`config.mk`:
```
export PLATFORM = sky130hd
export DESIGN_NAME = crpm_square
export DESIGN_NICKNAME = d
export VERILOG_FILES = /design/src/crpm_square.sv
export SDC_FILE = /design/constraint.sdc
export NUM_CORES = 2
export LEC_CHECK = 0
export BUFFER_PORTS_ARGS = -buffer_cell sky130_fd_sc_hd__buf_2
export CAP_MARGIN = 10
export CORE_MARGIN = 4
export CORE_UTILIZATION = 50
export CTS_CLUSTER_SIZE = 25
export DETAILED_ROUTE_END_ITERATION = 6
export PLACE_DENSITY_LB_ADDON = 0.08
export SLEW_MARGIN = 5
export SYNTH_ARGS = -nofsm -noshare
export SYNTH_HDL_FRONTEND = slang
export SYNTH_SLANG_ARGS = --single-unit
```
`constraint.sdc`:
```
create_clock -name aclk -period 15.47 [get_ports aclk]
set_input_delay 2.3205 -clock aclk [delete_from_list [all_inputs] [get_ports aclk]]
set_output_delay 2.3205 -clock aclk [all_outputs]
set_load 0.05 [all_outputs]
```
`src/crpm_square.sv`:
```
// Two-stage exact squarer: half-width partial products, then the sum.
module crpm_square #(
    parameter int W = 32
) (
    input  logic           aclk,
    input  logic           en_pp,
    input  logic           en_sum,
    input  logic [W-1:0]   val,
    output logic [2*W-1:0] sq
);

    localparam int L    = (W + 1) / 2;
    localparam int H    = W - L;
    localparam int SQ_W = 2 * W;

    logic [2*L-1:0]  pp_ll_reg;
    logic [W-1:0]    pp_lh_reg;
    logic [2*H-1:0]  pp_hh_reg;
    logic [SQ_W-1:0] sq_reg;
    logic [SQ_W-1:0] sq_next;

    logic [L-1:0] val_lo;
    logic [H-1:0] val_hi;

    assign val_lo = val[L-1:0];
    assign val_hi = val[W-1:L];

    // Stage A: partial products
    always_ff @(posedge aclk) begin
        if (en_pp) begin
            pp_ll_reg <= val_lo * val_lo;
            pp_lh_reg <= val_hi * val_lo;
            pp_hh_reg <= val_hi * val_hi;
        end
    end

    // Stage B: hi^2 << 2L + 2*hi*lo << L + lo^2
    assign sq_next = {pp_hh_reg, {(2*L){1'b0}}}
                   + SQ_W'({pp_lh_reg, {(L+1){1'b0}}})
                   + SQ_W'(pp_ll_reg);

    always_ff @(posedge aclk) begin
        if (en_sum) begin
            sq_reg <= sq_next;
        end
    end

    assign sq = sq_reg;

endmodule

```
==> results.txt <==
post-synthesis register bit count - 157
Synth Area in Compound Gates - 6.91%
vias in the first global route - 21.7k
final setup vio count - 0
WS Path Type - in -> reg
top post-synthesis cells by area - fa_1, edfxtp_1, ha_1
Routed wire per std cell - 17.5 um
CTS resizes - 0
CTS buffer count - 17
Setup crit start kind - primary input
setup TNS - 0 ps
DIE HEIGHT - 250 um
Detailed Routing Iterations Pass 1 - 5
Yosys top cell area share - 35.5%
drt drc - 0
Syn Std Cell Area - 29400 sq um
total gr overflow - 0
H-tree levels - 4
global-route wire length before repair - 114000 um
total clock sinks - 157
Synth Flop Type - edfxtp_1
initial antenna violation count - 1
Final Wtd Congestion - 0.867
pin count of the biggest net entering global routing - 64
Post-Synth Adder-Cell Area - 49.9%
Post-Synth XOR/XNOR Area - 4.18%
warnings from Yosys - 0
asr flop ratio synth - 0%
multiplexer area fraction after synthesis - 0.115%
post-CTS setup buffers - 0
drt initial violations - 1055
Clock Pin Slew Worst Setup and Hold Paths - 70 ps
die footprint - 62600 sq um
synthesis-to-finish area growth - 5.87%
Period minus WS final - 8700 ps
GR Util met1 - 32.7%
Critical Path End Type - flop
Fill cells - 5391
Data required, critical path - 15680 ps
Hold Buf Count CTS - 0
die extent in x - 250 um
Synth Net Count - 3949
Final Max Slew Viols - 0
unrepaired setup endpoints after global routing - no
EDFF count, synth - 157
area of the multi-input gates - 21500 sq um
vias per inst - 5.22
row count - 88
Port Buffers - 97
Post-Synthesis Cells - 3057
simple-gate share of the synthesized area - 12.1%
Worst-Margin Slew - 919 ps
Max-cap violations - 0
deepest clock path buffer count - 2
gr busiest metal - met2
Worst Path Arrival - 8910 ps
Hold Path Class - reg -> reg
detailed placement HPWL - 52600 um
Netlist cell types - 64
M3 GR Usage - 3.51%
I/O pin total - 99
WHS - 421 ps
final WL - 67700 um
DR vias - 20.1k
CTS tree - yes
largest family of logic cells by synthesized area - adder cells
Max Freq - 115 MHz
clk_lat worst skew - 460 ps
average instance area after synthesis - 9.60 sq um
cell taking the most area after synthesis - fa_1
Final Hold Vio Count - 0
GRT Overall Usage - 22.7%
run status - finished, final reports clean
share of layout cells above drive strength 1 - 5.37%
period utilization - 56.2%
post-route cell area - 31100 sq um
Core Footprint - 57900 sq um
antenna-violating nets left - 0
CTS root buffer - clkbuf_16
met2 usage - 37.2%
Slew HR - 38.7%
register area share after synthesis - 16.1%
Max FO, Critical Path - 26
Worst Skew - 18.9 ps
nets - 3972
Starting Density - 50.7%
# diodes - 0
register area - 4710 sq um
DP Area - 30500 sq um
max reg flops - 63
==> synthesized netlist by cell type, drive strengths merged (12+ instances only) <==
library cell,number
nor2b,14
a21oi,100
nor2,121
nand2,340
ha,336
inv,736
xnor2,102
and2,184
o21ai,57
nand3,22
edfxtp,157
nand2b,16
clkbuf,98
fa,521
xor2,38
and3,12
o21bai,14
nand4,14
a21o,51
o21a,14
==> worst max-delay path, cell delays in order <==
cell and delay (ps):
buf_2 530, clkinv_1 600, nor2_1 300, fa_1 430, ha_1 190, inv_1 70, fa_1 430, fa_1 550
inv_1 50, fa_1 470, inv_1 50, fa_1 470, inv_1 50, ha_1 330, a21o_1 190, a221oi_2 290
o31ai_2 160, a211o_1 350, a2111o_1 440, a31o_1 230, a21oi_2 160, o21bai_1 90, xor2_1 140
==> metal layers <==
metal / share of wire [%] / vias to the layer above
met3: 6.0 / 48
met1: 46 / 10100
met4: 1.3 / 0
met5: 0 / -
met2: 46 / 502
li1: - / 9433
==> path summary, 6_finish.rpt <==
check / cells past startpoint / start / end / slack, ps
worst min-delay path: 0 / pp_ll_reg[11] / sq[11] / 420
worst max register to register: 10 / pp_ll_reg[23] / sq[59] / 11980
worst min register to register: 0 / pp_ll_reg[11] / sq[11] / 420
worst max-delay path: 23 / val[19] / pp_lh_reg[29] / 6770
==> cell usage in the layout (no fill, tap or decap), types with 4 or more instances in the layout <==
master	n
and3_1	12
nand2b_1	16
o21ai_1	13
edfxtp_1	157
a211oi_1	10
nor3_1	10
o211ai_1	6
clkbuf_16	17
xor2_1	38
nor4_1	4
a211o_1	4
o21ai_0	43
buf_4	12
a21oi_1	98
nand3_1	22
buf_2	96
o31ai_1	5
ha_1	336
nand2_1	340
or2_2	5
inv_1	736
a31oi_1	9
nor2_1	121
and2_1	184
xnor2_1	102
nand4_1	14
o21a_1	14
fa_1	521
nor2b_1	14
and4_1	5
o21bai_1	14
a21o_1	51
==> layout make-up <==
class	count	share of cell area, %
multi-input cells	2058	69.1
flip-flops and latches	157	15.2
inverters	738	8.91
well taps	765	3.08
repair buffers	108	1.84
clock buffers	18	1.38
clock inverters	13	0.531
==> per-stage QoR <==
stage	setup WS, ps	std cells	util (%)
floorplan	6980	3057	-
global placement	6430	3826	52.6
detailed placement	6320	3826	52.6
CTS	6830	3857	53.7
global route	6380	3857	53.7
finish	6770	3857	53.7
==> cells by family (layout without fill, tap and decap cells) <==
logic type	after synthesis	in the layout
flops	157	157
buf+inv	842	877
other cells	1	1
fa+ha+maj	857	857
simple gates	753	753
mux	3	3
xor+xnor	140	140
compound gates	304	304
Power is not shown: default switching activity piles up to over one toggle a cycle in this logic, so the estimate is an artifact.
