File: src/crpm_pkg.sv
package crpm_pkg;

    // Configuration register map, in address order
    typedef enum logic [2:0] {
        REG_AXIS_SELECT  = 3'd0,
        REG_CENTER_A     = 3'd1,
        REG_CENTER_B     = 3'd2,
        REG_INNER_RADIUS = 3'd3,
        REG_OUTER_RADIUS = 3'd4,
        REG_AXIAL_MIN    = 3'd5,
        REG_AXIAL_MAX    = 3'd6,
        REG_MARK_VALUE   = 3'd7
    } reg_idx_t;

    localparam int REG_IDX_W = 3;

    // Mask byte
    localparam int         MASK_W     = 8;
    localparam logic [7:0] MARK_RESET = 8'hFF;
    localparam logic [7:0] MASK_CLEAR = 8'h00;

    // Register stages between input and output, output register included
    localparam int PIPE_DEPTH = 6;

endpackage

File: src/crpm_regs.sv
// APB register file for the region settings.
module crpm_regs #(
    parameter int COORD_BITS = 32,
    parameter int DATA_W     = 32,
    parameter int ADDR_W     = 5
) (
    input  logic                  aclk,
    input  logic                  aresetn,
    input  logic                  psel,
    input  logic                  penable,
    input  logic                  pwrite,
    input  logic [ADDR_W-1:0]     paddr,
    input  logic [DATA_W-1:0]     pwdata,
    output logic [DATA_W-1:0]     prdata,
    output logic                  pready,
    output logic                  axis_select,
    output logic [COORD_BITS-1:0] center_a,
    output logic [COORD_BITS-1:0] center_b,
    output logic [COORD_BITS-2:0] inner_radius,
    output logic [COORD_BITS-2:0] outer_radius,
    output logic [COORD_BITS-1:0] axial_min,
    output logic [COORD_BITS-1:0] axial_max,
    output logic [7:0]            mark_value
);

    localparam int IW = crpm_pkg::REG_IDX_W;

    logic                  axis_select_reg;
    logic [COORD_BITS-1:0] center_a_reg;
    logic [COORD_BITS-1:0] center_b_reg;
    logic [COORD_BITS-2:0] inner_radius_reg;
    logic [COORD_BITS-2:0] outer_radius_reg;
    logic [COORD_BITS-1:0] axial_min_reg;
    logic [COORD_BITS-1:0] axial_max_reg;
    logic [7:0]            mark_value_reg;

    crpm_pkg::reg_idx_t reg_idx;
    logic               wr_req;

    assign reg_idx = crpm_pkg::reg_idx_t'(paddr[ADDR_W-1 -: IW]);
    assign wr_req  = psel & penable & pwrite & pready;
    assign pready  = 1'b1;

    // Register writes
    always_ff @(posedge aclk) begin
        if (!aresetn) begin
            axis_select_reg  <= 1'b0;
            center_a_reg     <= '0;
            center_b_reg     <= '0;
            inner_radius_reg <= '0;
            outer_radius_reg <= '0;
            axial_min_reg    <= '0;
            axial_max_reg    <= '0;
            mark_value_reg   <= crpm_pkg::MARK_RESET;
        end else if (wr_req) begin
            unique case (reg_idx)
                crpm_pkg::REG_AXIS_SELECT:  axis_select_reg  <= pwdata[0];
                crpm_pkg::REG_CENTER_A:     center_a_reg     <= pwdata[COORD_BITS-1:0];
                crpm_pkg::REG_CENTER_B:     center_b_reg     <= pwdata[COORD_BITS-1:0];
                crpm_pkg::REG_INNER_RADIUS: inner_radius_reg <= pwdata[COORD_BITS-2:0];
                crpm_pkg::REG_OUTER_RADIUS: outer_radius_reg <= pwdata[COORD_BITS-2:0];
                crpm_pkg::REG_AXIAL_MIN:    axial_min_reg    <= pwdata[COORD_BITS-1:0];
                crpm_pkg::REG_AXIAL_MAX:    axial_max_reg    <= pwdata[COORD_BITS-1:0];
                crpm_pkg::REG_MARK_VALUE:   mark_value_reg   <= pwdata[7:0];
            endcase
        end
    end

    // Read mux, zero extended
    always_comb begin
        prdata = '0;
        unique case (reg_idx)
            crpm_pkg::REG_AXIS_SELECT:  prdata = DATA_W'(axis_select_reg);
            crpm_pkg::REG_CENTER_A:     prdata = DATA_W'(center_a_reg);
            crpm_pkg::REG_CENTER_B:     prdata = DATA_W'(center_b_reg);
            crpm_pkg::REG_INNER_RADIUS: prdata = DATA_W'(inner_radius_reg);
            crpm_pkg::REG_OUTER_RADIUS: prdata = DATA_W'(outer_radius_reg);
            crpm_pkg::REG_AXIAL_MIN:    prdata = DATA_W'(axial_min_reg);
            crpm_pkg::REG_AXIAL_MAX:    prdata = DATA_W'(axial_max_reg);
            crpm_pkg::REG_MARK_VALUE:   prdata = DATA_W'(mark_value_reg);
        endcase
    end

    assign axis_select  = axis_select_reg;
    assign center_a     = center_a_reg;
    assign center_b     = center_b_reg;
    assign inner_radius = inner_radius_reg;
    assign outer_radius = outer_radius_reg;
    assign axial_min    = axial_min_reg;
    assign axial_max    = axial_max_reg;
    assign mark_value   = mark_value_reg;

endmodule

File: config.mk
export PLATFORM = sky130hd
export DESIGN_NAME = crpm_regs
export DESIGN_NICKNAME = d
export VERILOG_FILES = /design/src/crpm_pkg.sv /design/src/crpm_regs.sv
export SDC_FILE = /design/constraint.sdc
export NUM_CORES = 1
export LEC_CHECK = 0
export BUFFER_PORTS_ARGS = -buffer_cell sky130_fd_sc_hd__buf_4
export CORE_MARGIN = 5
export CORE_UTILIZATION = 30
export DETAILED_ROUTE_END_ITERATION = 12
export MAX_ROUTING_LAYER = met4
export PLACE_DENSITY = 0.6
export SLEW_MARGIN = 10
export SYNTH_ARGS = -nofsm -noshare
export SYNTH_HDL_FRONTEND = slang
export SYNTH_SLANG_ARGS = --single-unit
export TNS_END_PERCENT = 100
File: constraint.sdc
create_clock -name aclk -period 2.6 [get_ports aclk]
set_clock_uncertainty 0.05 [all_clocks]
set_input_delay 0.39 -clock aclk [delete_from_list [all_inputs] [get_ports aclk]]
set_output_delay 0.39 -clock aclk [all_outputs]
set_load 0.01 [all_outputs]
==> impl_metrics.toml, run 1 <==
[worst_setup_path]
cp.required_ns = 2.16
crit_arrival_ns = 1.92
reg2regPathDepth = 2
r2r_setup_slack_ns = 1.85
worst_path_largest_cell_delay_ns = 0.37
critPathKind = "in -> out"
critPathBufInv = 3
end_kind = "output port"
cp_max_fo = 25
reg2reg_to = "axis_select"
crit_path_start_kind = "input pin"
critPathMostFrequentCell = "buf_4"
critical-path-top-delay-family = "buffers and inverters"
crit_chain = "buf_4 -> buf_4 -> mux2_2 -> a221oi_1 -> a21oi_1 -> buf_4"
critPathSlowestCell = "buf_4"
regToRegStartpoint = "axis_select"

[layout]
multi_input_area_um2 = 4452
fillers = 2888
fin_area_um2 = 11960
fin_nets = 1199
final_cell_mix = "buf_4 (304), nand2_1 (242), mux2i_1 (208)"
layout_commonest_cell = "buf_4"
drive_gt1_frac = 0.3436
area_growth_pct = 35.56
n_antenna_cell = 0
final-seq-area_um2 = 3984

[grt]
antenna_found_initial = 0
grt_max_degree = 69
track_usage = 0.1914
overflow = 0
first_global_vias = 7833
grt_pass1_wl_um = 48120

[clock_network]
cts_tree = "built"
hold_buffers = 0
clock-sinks = 199
cts.reportedPaths.clkPinSlew_ns = 0.08
postCtsSetupBuffers = 0
cts_max_level = 4
root_buffer = "clkbuf_16"
clock_latency_ns = 0.42
cts.path.max_buffers = 2
cts.repair.resized = 0
numCtsBuffers = 17

[worst_hold_path]
hold_path_depth = 3
min_path_type = "in -> reg"
hold_start = "pwdata[5]"
holdPathEnd = "mark_value[5]"

[timing]
rsz0062_at_grt = "no"
slew_violations = 0
max_freq_mhz = 424.4
hold_viol_final = 0
tns_ns = 0
slew_headroom = 0.5577
worstMarginPinSlew_ns = 0.6635
min_period_ns = 2.356
setup_viol = 0
period_share = 0.9062

[logic_synthesis]
async_flop_share = 0
ys_ff_latch = 199
synth_top_area_share = 0.4515
postSynthAreaPerCell_um2 = 9.793
synth_flop_cell = "dfxtp_1"
synth_nets = 943
synthTopCellsByArea = "dfxtp_1 (45%), mux2i_1 (24%), nand2_1 (10%)"
yosysWarningCount = 0
yosys.area.top_type = "dfxtp_1"
synth_edf_count = 0
yosys.cell_types.count = 31
syn_inst = 901
synth-seq-area-share = 0.4515
synth.cell_area_um2 = 8823

[placed_design]
dpl.hpwl_um = 22420
numPortBuffers = 270
gp_congestion = 0.7955
dpl-instance-area_um2 = 11410

[routing]
routed_wl_um = 31830
first_pass_iters = 5
post_drt_wl_per_cell_um = 20.48
drtAntennaViolNets = 0
remaining_drc_errors = 0
drt_iter0_drc = 394
vias = 7685
viasPerCell = 4.945

[power_and_ir_drop]
p_leak_nw = 4.994
power_density_nw_per_um2 = 517.4
peakVddDrop_v = 0.0003370

[die]
core_um2 = 28860
io_pins = 274
start_util = 0.3058
fp.dieW_um = 181.5
die_h_um = 181.5
die-area_um2 = 32940
rows = 62

[flow_run]
cap_violations = 0

[run_status]
status = "finished clean"
-- tightest hold or removal path: cells and delay by family --
kind	cells	cell delay [ns]
AO/OA/AOI/OAI	1	0.11
buffers and inverters	2	0.15
-- layout make-up --
cell class | count | share of cell area
inverters | 10 | 0.003138
clock buffers | 19 | 0.03703
flip-flops and latches | 199 | 0.3331
well taps | 384 | 0.04017
clock inverters | 13 | 0.009310
repair buffers | 313 | 0.2051
multi-input cells | 616 | 0.3722
-- power breakdown --
group / switching, mW / internal, mW
combinational: 0.329 / 0.209
clock: 1.28 / 1.29
sequential: 0.0203 / 3.07
-- routing by layer --
layer / vias to the layer above / GRT usage / routed length, um / share of wire
li1: 3673 / - / - / -
met4: 0 / 0.04683 / 498 / 0.016
met5: - / - / 0 / 0
met2: 262 / 0.3044 / 14920 / 0.47
met1: 3721 / 0.2444 / 14300 / 0.45
met3: 29 / 0.05042 / 2102 / 0.066
-- metrics by stage --
| stage | instances | power, mW | hold slack (ns) | util | setup slack [ns] |
|---|---|---|---|---|---|
| final | 1554 | 6.189 | 0.2405 | 0.4145 | 0.2440 |
| after global routing | 1554 | 6.412 | 0.2328 | 0.4145 | 0.1618 |
| after CTS | 1554 | 6.274 | 0.2100 | 0.4145 | 0.2387 |
| after detailed placement | 1522 | 3.701 | 0.4136 | 0.3953 | 0.2525 |
| after global placement | 1522 | 3.699 | 0.4050 | 0.3953 | 0.2376 |
| after floorplan | 901 | 3.434 | 0.4369 | - | 0.5745 |
-- kinds of logic (layout without fill, tap and decap cells) --
group | count (synthesis) | after routing | synth area share
flip-flops | 199 | 199 | 0.4515
buffers and inverters | 86 | 355 | 0.04921
other | 1 | 1 | 0.0004250
AO/OA/AOI/OAI | 101 | 101 | 0.08707
multiplexers | 252 | 252 | 0.2934
AND/OR/NAND/NOR | 262 | 262 | 0.1184
-- Yosys cell counts, types with 2 or more instances --
cell	number
nor2b_1	6
nor2_2	2
o21ai_0	8
mux2i_1	208
clkbuf_1	39
nor2_1	5
buf_2	14
inv_1	10
buf_6	3
nand2_1	242
buf_4	19
a21oi_1	12
o311ai_0	9
dfxtp_1	199
a221oi_1	14
mux2_2	43
a2bb2oi_1	6
a22oi_1	31
nand2b_1	2
o221ai_1	18
-- worst max path at each step --
stage / to / slack (ns) / from / cells after the start
after detailed placement: prdata[16] / 0.25 / paddr[2] / 6
after CTS: prdata[23] / 0.24 / paddr[3] / 5
final: prdata[16] / 0.24 / paddr[2] / 6
after floorplan: prdata[14] / 0.57 / paddr[2] / 5
after global placement: prdata[26] / 0.24 / paddr[3] / 5
after global routing: prdata[17] / 0.16 / paddr[2] / 6
No activity file was read; power rests on OpenSTA's default activity.
==> run 2: changes to the inputs <==
- REMOVE_ABC_BUFFERS: default -> 1
==> run 2 against run 1 <==
  * Setup slack better by 0.099 ns
  * Register-to-register slack worse by 0.05 ns
  * Via count down 0.68%
  * Largest power group unchanged
  * Fmax up 4.4%
  * Power up 2.2%
  * Final cell count up 0.26%
  * Critical endpoint is now prdata[13]
==> impl_metrics.toml, run 2 (synthesis results as in run 1) <==
[layout]
stdcell_count = 1558
area_growth_pct = 35.93
utilization = 0.4156
drive_gt1_frac = 0.3441
final_cell_mix = "buf_4 (311), nand2_1 (242), mux2i_1 (208)"
fin_area_um2 = 11990
layout_commonest_cell = "buf_4"
n_antenna_cell = 0
fin_nets = 1204

[run_status]
status = "finished clean"

[worst_setup_path]
cp_max_fo = 17
critPathBufInv = 3
critPathMostFrequentCell = "buf_4"
worst_path_largest_cell_delay_ns = 0.40
crit_chain = "buf_4 -> inv_1 -> nand2_1 -> o221ai_1 -> buf_4"
end_kind = "output port"
critical-path-top-delay-family = "buffers and inverters"
crit_path_start_kind = "input pin"
cp.required_ns = 2.16
crit_arrival_ns = 1.82
critPathKind = "in -> out"
critPathSlowestCell = "inv_1"

[timing]
slew_violations = 0
setup_viol = 0
max_freq_mhz = 443.0
slew_headroom = 0.6055
hold_ws_ns = 0.2371
hold_viol_final = 0
rsz0062_at_grt = "no"
worstMarginPinSlew_ns = 0.5918
period_share = 0.8683
tns_ns = 0
min_period_ns = 2.257

[clock_network]
cts_max_level = 4
numCtsBuffers = 17
cts.path.max_buffers = 2
hold_buffers = 0
clock-sinks = 199
root_buffer = "clkbuf_16"
clock_latency_ns = 0.42
cts.reportedPaths.clkPinSlew_ns = 0.08
cts.repair.resized = 0
postCtsSetupBuffers = 0
cts_tree = "built"

[die]
core_um2 = 28860
io_pins = 274
fp.dieW_um = 181.5
rows = 62
die_h_um = 181.5
start_util = 0.3058
die-area_um2 = 32940

[grt]
overflow = 0
grt_pass1_wl_um = 47650
antenna_found_initial = 0
first_global_vias = 7701
grt_max_degree = 51
track_usage = 0.1896

[placed_design]
numPortBuffers = 270
dpl.cell_count = 1527
gp_congestion = 0.8070
dpl.hpwl_um = 22030
dpl-instance-area_um2 = 11420

[routing]
post_drt_wl_per_cell_um = 20.18
remaining_drc_errors = 0
drtAntennaViolNets = 0
viasPerCell = 4.899
routed_wl_um = 31430
first_pass_iters = 4
drt_iter0_drc = 535
vias = 7633

[power_and_ir_drop]
p_leak_nw = 5.011
power_density_nw_per_um2 = 527.4
peakVddDrop_v = 0.0003653

[worst_hold_path]
min_path_type = "in -> reg"

[flow_run]
cap_violations = 0
## run 2: changes by cell type in the layout (fill, tap and decap cells not counted), moves of 2 or more
cell / before / now
buf_4: 304 / 311
buf_12: 8 / 6
bufinv_16: 0 / 2
clkinvlp_4: 2 / 4
inv_6: 4 / 2
## run 2: worst paths after layout
kind / start / to / slack, ns / cells after the start
worst max-delay path: paddr[3] / prdata[13] / 0.34 / 5
worst min-delay path: pwdata[7] / mark_value[7] / 0.24 / 3
worst max register to register: axis_select / axis_select / 1.80 / 2
worst min register to register: axial_min[26] / axial_min[26] / 0.43 / 2
## run 2: cell type report
type | instances | area [um2]
fillers | 2898 | 16860
multi-input cells | 616 | 4449
flip-flops and latches | 199 | 3984
repair buffers | 318 | 2466
well taps | 384 | 480.5
clock buffers | 19 | 432.9
clock inverters | 12 | 143.9
inverters | 10 | 37.54
## run 2: layer usage
layer / share of wire / up-vias / global-route usage
met5: 0 / - / -
met4: 0.011 / 0 / 0.03603
met1: 0.45 / 3702 / 0.2417
met2: 0.47 / 233 / 0.3044
li1: - / 3675 / -
met3: 0.067 / 23 / 0.05382
## run 2: report_power, final
part | switching [mW] | internal, mW
registers | 0.0200 | 3.07
clock network | 1.26 | 1.44
logic | 0.325 | 0.213
## run 2: tightest hold or removal path, stage by stage
cell and delay, ns:
buf_4 0.11, inv_1 0.04, o311ai_0 0.11
## run 2: metrics by stage
stage	power (mW)	setup WS [ns]
2_1_floorplan	3.342	-0.3708
6_report	6.325	0.3425
4_1_cts	6.388	0.2757
5_1_grt	6.546	0.2088
3_3_place_gp	3.700	0.3000
3_5_place_dp	3.703	0.2784
