<file path="config.mk">
export PLATFORM = sky130hd
export DESIGN_NAME = crpm_pipe
export DESIGN_NICKNAME = d
export VERILOG_FILES = /design/src/crpm_pkg.sv /design/src/crpm_square.sv /design/src/crpm_pipe.sv
export SDC_FILE = /design/constraint.sdc
export NUM_CORES = 2
export LEC_CHECK = 0
export BUFFER_PORTS_ARGS = -buffer_cell sky130_fd_sc_hd__buf_4
export CORE_MARGIN = 2
export CORE_UTILIZATION = 59
export CTS_BUF_LIST = sky130_fd_sc_hd__clkbuf_16
export DETAILED_ROUTE_END_ITERATION = 8
export GPL_TIMING_DRIVEN = 1
export PLACE_DENSITY = 0.8
export SYNTH_ARGS = -nofsm -noshare
export SYNTH_HDL_FRONTEND = slang
export SYNTH_SLANG_ARGS = --single-unit
</file>
<file path="constraint.sdc">
create_clock -name aclk -period 6.6 [get_ports aclk]
set_clock_uncertainty 0.15 [all_clocks]
set_input_delay 0.66 -clock aclk [delete_from_list [all_inputs] [get_ports aclk]]
set_output_delay 0.66 -clock aclk [all_outputs]
set_load 0.05 [all_outputs]
</file>
<file path="src/crpm_pkg.sv">
package crpm_pkg;

    // Configuration register map, in address order
    typedef enum logic [2:0] {
        REG_AXIS_SELECT  = 3'd0,
        REG_CENTER_A     = 3'd1,
        REG_CENTER_B     = 3'd2,
        REG_INNER_RADIUS = 3'd3,
        REG_OUTER_RADIUS = 3'd4,
        REG_AXIAL_MIN    = 3'd5,
        REG_AXIAL_MAX    = 3'd6,
        REG_MARK_VALUE   = 3'd7
    } reg_idx_t;

    localparam int REG_IDX_W = 3;

    // Mask byte
    localparam int         MASK_W     = 8;
    localparam logic [7:0] MARK_RESET = 8'hFF;
    localparam logic [7:0] MASK_CLEAR = 8'h00;

    // Register stages between input and output, output register included
    localparam int PIPE_DEPTH = 6;

endpackage

</file>
<file path="src/crpm_square.sv">
// Two-stage exact squarer: half-width partial products, then the sum.
module crpm_square #(
    parameter int W = 32
) (
    input  logic           aclk,
    input  logic           en_pp,
    input  logic           en_sum,
    input  logic [W-1:0]   val,
    output logic [2*W-1:0] sq
);

    localparam int L    = (W + 1) / 2;
    localparam int H    = W - L;
    localparam int SQ_W = 2 * W;

    logic [2*L-1:0]  pp_ll_reg;
    logic [W-1:0]    pp_lh_reg;
    logic [2*H-1:0]  pp_hh_reg;
    logic [SQ_W-1:0] sq_reg;
    logic [SQ_W-1:0] sq_next;

    logic [L-1:0] val_lo;
    logic [H-1:0] val_hi;

    assign val_lo = val[L-1:0];
    assign val_hi = val[W-1:L];

    // Stage A: partial products
    always_ff @(posedge aclk) begin
        if (en_pp) begin
            pp_ll_reg <= val_lo * val_lo;
            pp_lh_reg <= val_hi * val_lo;
            pp_hh_reg <= val_hi * val_hi;
        end
    end

    // Stage B: hi^2 << 2L + 2*hi*lo << L + lo^2
    assign sq_next = {pp_hh_reg, {(2*L){1'b0}}}
                   + SQ_W'({pp_lh_reg, {(L+1){1'b0}}})
                   + SQ_W'(pp_ll_reg);

    always_ff @(posedge aclk) begin
        if (en_sum) begin
            sq_reg <= sq_next;
        end
    end

    assign sq = sq_reg;

endmodule

</file>
<file path="src/crpm_pipe.sv">
// Six-stage point pipeline with per-stage valid and ready.
//   1: offsets from the axis, axial window, pass-through check
//   2: absolute offsets
//   3: partial products      4: squares
//   5: squared distance      6: radius compare, output register
module crpm_pipe #(
    parameter int COORD_BITS = 32
) (
    input  logic                    aclk,
    input  logic                    aresetn,
    input  logic                    in_valid,
    output logic                    in_ready,
    input  logic [COORD_BITS-1:0]   coord_x,
    input  logic [COORD_BITS-1:0]   coord_y,
    input  logic [COORD_BITS-1:0]   coord_z,
    input  logic [7:0]              mask_in,
    input  logic                    axis_select,
    input  logic [COORD_BITS-1:0]   center_a,
    input  logic [COORD_BITS-1:0]   center_b,
    input  logic [COORD_BITS-1:0]   axial_min,
    input  logic [COORD_BITS-1:0]   axial_max,
    input  logic [7:0]              mark_value,
    input  logic [2*COORD_BITS-3:0] inner_sq,
    input  logic [2*COORD_BITS-3:0] outer_sq,
    output logic                    out_valid,
    input  logic                    out_ready,
    output logic [7:0]              mask_out,
    output logic                    hit
);

    localparam int D      = COORD_BITS;
    localparam int NS     = crpm_pkg::PIPE_DEPTH;
    localparam int DIST_W = 2 * D + 1;
    localparam int MW     = crpm_pkg::MASK_W;

    // Handshake chain
    logic [NS:1]   valid_reg;
    logic [NS+1:1] stage_rdy;
    logic [NS:1]   valid_src;

    // Side data carried to the compare stage
    logic [MW-1:0] mask_reg   [1:NS-1];
    logic          active_reg [1:NS-1];

    // Stage 1
    logic signed [D-1:0] x_s, y_s, z_s, ca_s, cb_s, amin_s, amax_s;
    logic signed [D-1:0] axial, radial_b;
    logic [D:0]          da_next, db_next;
    logic [D:0]          da_reg, db_reg;
    logic                active_next;

    // Stage 2
    logic [D:0]   da_neg, db_neg;
    logic [D-1:0] abs_a_reg, abs_b_reg;

    // Stages 3-4 live in the squarers
    logic [2*D-1:0] sq_a, sq_b;

    // Stage 5
    logic [DIST_W-1:0] dist_reg;

    // Stage 6
    logic          hit_next;
    logic [MW-1:0] mask_out_next;
    logic          hit_reg;
    logic [MW-1:0] mask_out_reg;

    // A stage loads when it is empty or its successor takes its content
    always_comb begin
        stage_rdy[NS+1] = out_ready;
        for (int i = NS; i >= 1; i--) begin
            stage_rdy[i] = !valid_reg[i] || stage_rdy[i+1];
        end
    end

    assign valid_src = {valid_reg[NS-1:1], in_valid};

    always_ff @(posedge aclk) begin
        if (!aresetn) begin
            valid_reg <= '0;
        end else begin
            for (int i = 1; i <= NS; i++) begin
                if (stage_rdy[i]) begin
                    valid_reg[i] <= valid_src[i];
                end
            end
        end
    end

    assign in_ready = stage_rdy[1];

    // Stage 1: axis selection, offsets, axial window
    assign x_s    = coord_x;
    assign y_s    = coord_y;
    assign z_s    = coord_z;
    assign ca_s   = center_a;
    assign cb_s   = center_b;
    assign amin_s = axial_min;
    assign amax_s = axial_max;

    assign axial    = axis_select ? y_s : z_s;
    assign radial_b = axis_select ? z_s : y_s;

    assign da_next = {x_s[D-1], x_s} - {ca_s[D-1], ca_s};
    assign db_next = {radial_b[D-1], radial_b} - {cb_s[D-1], cb_s};

    // Masked or invalid points never test; an empty window never hits
    assign active_next = (mask_in == crpm_pkg::MASK_CLEAR)
                      && !(coord_x == '0 && coord_y == '0 && coord_z == '0)
                      && (axial >= amin_s) && (axial <= amax_s);

    always_ff @(posedge aclk) begin
        if (stage_rdy[1]) begin
            da_reg        <= da_next;
            db_reg        <= db_next;
            mask_reg[1]   <= mask_in;
            active_reg[1] <= active_next;
        end
    end

    // Side data shift for stages 2..5
    always_ff @(posedge aclk) begin
        for (int i = 2; i <= NS - 1; i++) begin
            if (stage_rdy[i]) begin
                mask_reg[i]   <= mask_reg[i-1];
                active_reg[i] <= active_reg[i-1];
            end
        end
    end

    // Stage 2: magnitude of the offsets (fits in D bits)
    assign da_neg = -da_reg;
    assign db_neg = -db_reg;

    always_ff @(posedge aclk) begin
        if (stage_rdy[2]) begin
            abs_a_reg <= da_reg[D] ? da_neg[D-1:0] : da_reg[D-1:0];
            abs_b_reg <= db_reg[D] ? db_neg[D-1:0] : db_reg[D-1:0];
        end
    end

    // Stages 3 and 4: exact squares
    crpm_square #(.W(D)) u_sq_a (
        .aclk   (aclk),
        .en_pp  (stage_rdy[3]),
        .en_sum (stage_rdy[4]),
        .val    (abs_a_reg),
        .sq     (sq_a)
    );

    crpm_square #(.W(D)) u_sq_b (
        .aclk   (aclk),
        .en_pp  (stage_rdy[3]),
        .en_sum (stage_rdy[4]),
        .val    (abs_b_reg),
        .sq     (sq_b)
    );

    // Stage 5: squared radial distance
    always_ff @(posedge aclk) begin
        if (stage_rdy[5]) begin
            dist_reg <= DIST_W'(sq_a) + DIST_W'(sq_b);
        end
    end

    // Stage 6: inclusive annulus test and mask update
    assign hit_next = active_reg[NS-1]
                   && (DIST_W'(inner_sq) <= dist_reg)
                   && (dist_reg <= DIST_W'(outer_sq));
    assign mask_out_next = hit_next ? mark_value : mask_reg[NS-1];

    always_ff @(posedge aclk) begin
        if (stage_rdy[NS]) begin
            hit_reg      <= hit_next;
            mask_out_reg <= mask_out_next;
        end
    end

    assign out_valid = valid_reg[NS];
    assign mask_out  = mask_out_reg;
    assign hit       = hit_reg;

endmodule

</file>
==> results.md <==
Layout
* post-synthesis to final-layout area growth: 14.5%
* share of the core filled with cells: 68.0%
* ratio of cells with drive above 1 in the final layout: 13.8%
* # nets final: 11,400
* max reg flops: 65
* Filler cells: 10,000
* final cell count without fillers: 10,900

CTS
* buffer levels on the longest clock path: 3
* CTS H-Tree Depth: 3
* CTS tree: done
* number of buffers created by CTS: 67
* number of buffers added to fix hold violations after cts: 0
* number of sinks handled by clock tree synthesis: 569
* clock slew at the register clock pins of the worst setup and hold paths: 0.06 ns
* CTS root buffer: clkbuf_16
* clock latency at the later pin of the worst-skew pair: 0.65 ns

Flow run
* max_cap viols: 0

Die
* I/O Pins: 380
* floorplan die area: 139,000 µm²
* Initial Utilization: 59.4%
* width of the chip: 373 µm
* placement row count: 135
* height of the chip: 373 µm
* core footprint: 135,000 µm²

Logic synthesis
* number of enable-type register cells in the synthesized netlist: 563
* instance count of the mapped netlist: 8,387
* Synthesis Warnings: 0
* sequential cell area fraction in the yosys report: 21.2%
* synthesis-stage register bit count: 569
* distinct cell type count after synthesis: 79
* Mapped Nets: 10,800
* Primary FF master, synth: edfxtp_1
* fraction of synthesis flops using an asynchronous set or reset pin: 0%
* Synth Cell Area: 80,300 µm²
* per-instance average area after synthesis: 9.58 µm²

STA
* count of final max-slew check failures: 0
* minimum clock period after layout: 6.64 ns
* final setup violation count: 1
* final hold violation count: 0
* worst-case setup margin in the final layout: -0.0402 ns
* maximum frequency from static timing analysis: 0.151 GHz
* RSZ-0062 raised after global routing: true
* share of the clock period used by the worst path: 101%
* worst relative slew slack: 8.31%
* transition time at the pin with the least slew margin: 1.36 ns

Setup path
* Critical Path Slowest Stage Cell: fa_2
* buffering stage count on the worst path with inverters included: 8
* cell count of the worst reg-to-reg path: 26
* Max FO, Critical Path: 6
* worst-case register-to-register setup slack: -0.04 ns
* Slowest Stage Delay on Critical Path: 0.54 ns
* cell repeated most along the worst path: inv_2
* Arrival @ worst endpoint: 6.87 ns
* cell family with the largest share of critical-path delay: adder cells
* critical path endpoint category: flip-flop
* capture point of the worst reg-to-reg path: u_sq_a.pp_ll_reg[29]
* kind of critical path: reg2reg
* FF-to-FF Start: abs_a_reg[3]
* critical path startpoint category: flip-flop
* endpoint required time on the critical path: 6.83 ns

Route
* detail-routed net length per standard cell: 19.9 µm
* via count of the routed design: 61,600
* Vias/cell: 5.67
* number of design-rule violations left by the first detailed-router iteration: 4,607
* Routed WL: 215,000 µm
* detailed-route DRC error count: 0
* number of antenna-violating nets in the routed design: 0
* 1st-pass router iterations: 7

Global route
* number of global-route vias before repair: 64,300
* first-pass GRT wire length: 339,000 µm
* Global Route Usage Sum: 30.8%
* maximum number of pins on one net before global-route repair: 174
* initial antenna violation count: 9
* sum of overflow across all layers after global routing: 0

Status
* failing checks: negative setup slack
* outcome: finished with violations

Worst hold path
* number of stages on the worst hold path: 1
* hold endpoint: mask_reg[0][14]
* path type of the worst min-delay path: in2reg
* startpoint of the worst hold path: mask_in[6]

Place
* final RePlAce weighted congestion: 0.979
* dpl hpwl: 175,000 µm
* cell count after placement: 10,700
* number of input and output port buffers inserted: 379

==> cells in the mapped netlist, types with 24 or more instances <==
master    instances  area (µm²)
xor2_1          111         972
mux2_2           75         845
nor2_1          355        1330
o21a_1           61         458
fa_1           1040       20800
nor2b_1          70         438
nor4_1           49         307
clkbuf_1        244         916
o31ai_1          39         293
a21oi_1         336        1680
nand3_1         106         531
or3_1            24         150
and2_1          360        2250
o211ai_1         30         225
and3_1           47         294
nand2_1         757        2840
inv_1          1791        6720
edfxtp_1        563       16900
xnor2_1         324        2840
nand2b_1         56         350
ha_1            995       12400
a21o_1          227        1700
nor3_1           66         330
nand4_1          70         438
o21ai_0         204        1020
a31oi_1          38         238
o21bai_1         43         323
==> final cells by class <==
cell class	count	area, µm²	area share, %
tap	1781	2230	2.42
multi-input combinational	5768	56700	61.7
clock inverter	50	546	0.593
inverter	1801	6780	7.37
antenna	1	2.50	0.00272
sequential	569	17000	18.5
timing repair buffer	813	6930	7.54
clock buffer	69	1730	1.88
==> how the worst max path moves through the flow <==
stage | startpoint | end | slack [ns] | cells past startpoint
after global routing | abs_a_reg[3] | u_sq_a.pp_ll_reg[29] | -0.21 | 26
after detailed placement | abs_a_reg[11] | u_sq_a.pp_ll_reg[28] | -0.14 | 20
after floorplan | abs_b_reg[7] | u_sq_b.pp_lh_reg[30] | 0.009 | 25
after global placement | abs_b_reg[9] | u_sq_b.pp_ll_reg[30] | -0.04 | 24
final | abs_a_reg[3] | u_sq_a.pp_ll_reg[29] | -0.04 | 26
after CTS | abs_a_reg[2] | u_sq_a.pp_ll_reg[31] | 0.005 | 24
==> cell usage in the layout, fill, tap and decap left out, types with 15 or more instances in the layout <==
| cell type | count |
|---|---|
| nand3_1 | 102 |
| fa_2 | 17 |
| buf_4 | 729 |
| o21a_1 | 61 |
| nand4_1 | 70 |
| a211oi_1 | 17 |
| nand2_2 | 20 |
| and2_1 | 346 |
| xor2_1 | 111 |
| nand2b_1 | 56 |
| ha_1 | 967 |
| nand2_1 | 731 |
| and3_1 | 47 |
| or2_2 | 22 |
| fa_1 | 1023 |
| a31oi_1 | 32 |
| or4_1 | 18 |
| xnor2_1 | 320 |
| o21ai_0 | 190 |
| edfxtp_1 | 563 |
| clkinv_1 | 17 |
| nor3_1 | 62 |
| o21bai_1 | 41 |
| inv_1 | 1781 |
| a21oi_2 | 19 |
| a31o_2 | 15 |
| nor2b_1 | 70 |
| mux2_2 | 75 |
| ha_4 | 20 |
| a21oi_1 | 314 |
| buf_6 | 28 |
| clkbuf_16 | 77 |
| inv_2 | 18 |
| nor4_1 | 48 |
| or3_1 | 23 |
| nor2_1 | 345 |
| a21o_1 | 227 |
| o31ai_1 | 31 |
| o211ai_1 | 30 |
| buf_12 | 45 |
==> through the flow <==
| step | hold slack [ns] | setup WS (ns) | instance area [µm²] | TNS (ns) |
|---|---|---|---|---|
| after floorplan | 0.250 | 0.00945 | 80300 | 0 |
| after global placement | 0.250 | -0.0360 | 87800 | -0.0568 |
| after detailed placement | 0.255 | -0.144 | 87800 | -1.08 |
| after CTS | 0.0234 | 0.00480 | 90100 | 0 |
| after global routing | 0.0378 | -0.210 | 91900 | -1.55 |
| final | 0.0632 | -0.0402 | 91900 | -0.0402 |
==> kinds of logic after synthesis <==
group / after synthesis / synth area share, %
muxes: 84 / 1.16
AOI/OAI and AO/OA: 1183 / 9.68
DFF: 569 / 21.2
and+or+nand+nor: 2031 / 12.2
xor gates and xnor gates: 435 / 4.74
buffers and inverters: 2050 / 9.58
adders and majority gates: 2035 / 41.4
==> layer usage <==
layer / vias up / wire length (µm) / GRT usage (%)
li1: 28400 / - / -
met1: 30000 / 86100 / 39.6
met2: 2639 / 102000 / 51.8
met3: 460 / 18600 / 5.78
met4: 14 / 8410 / 11.1
met5: - / 103 / 0
==> timing repair <==
| action | 4_1_cts | 5_1_grt |
|---|---|---|
| gates resized for setup | 12 | 274 |
| setup buffers | 3 | 57 |
| pin swaps | 5 | 132 |
| hold endpoints to repair | 0 | 0 |
| setup endpoints to repair | 24 | 51 |
| cloned | 0 | 9 |
Power is left out: the tool's default activity adds up to more than one toggle a clock period on the data nets, which glitch-free logic cannot reach.
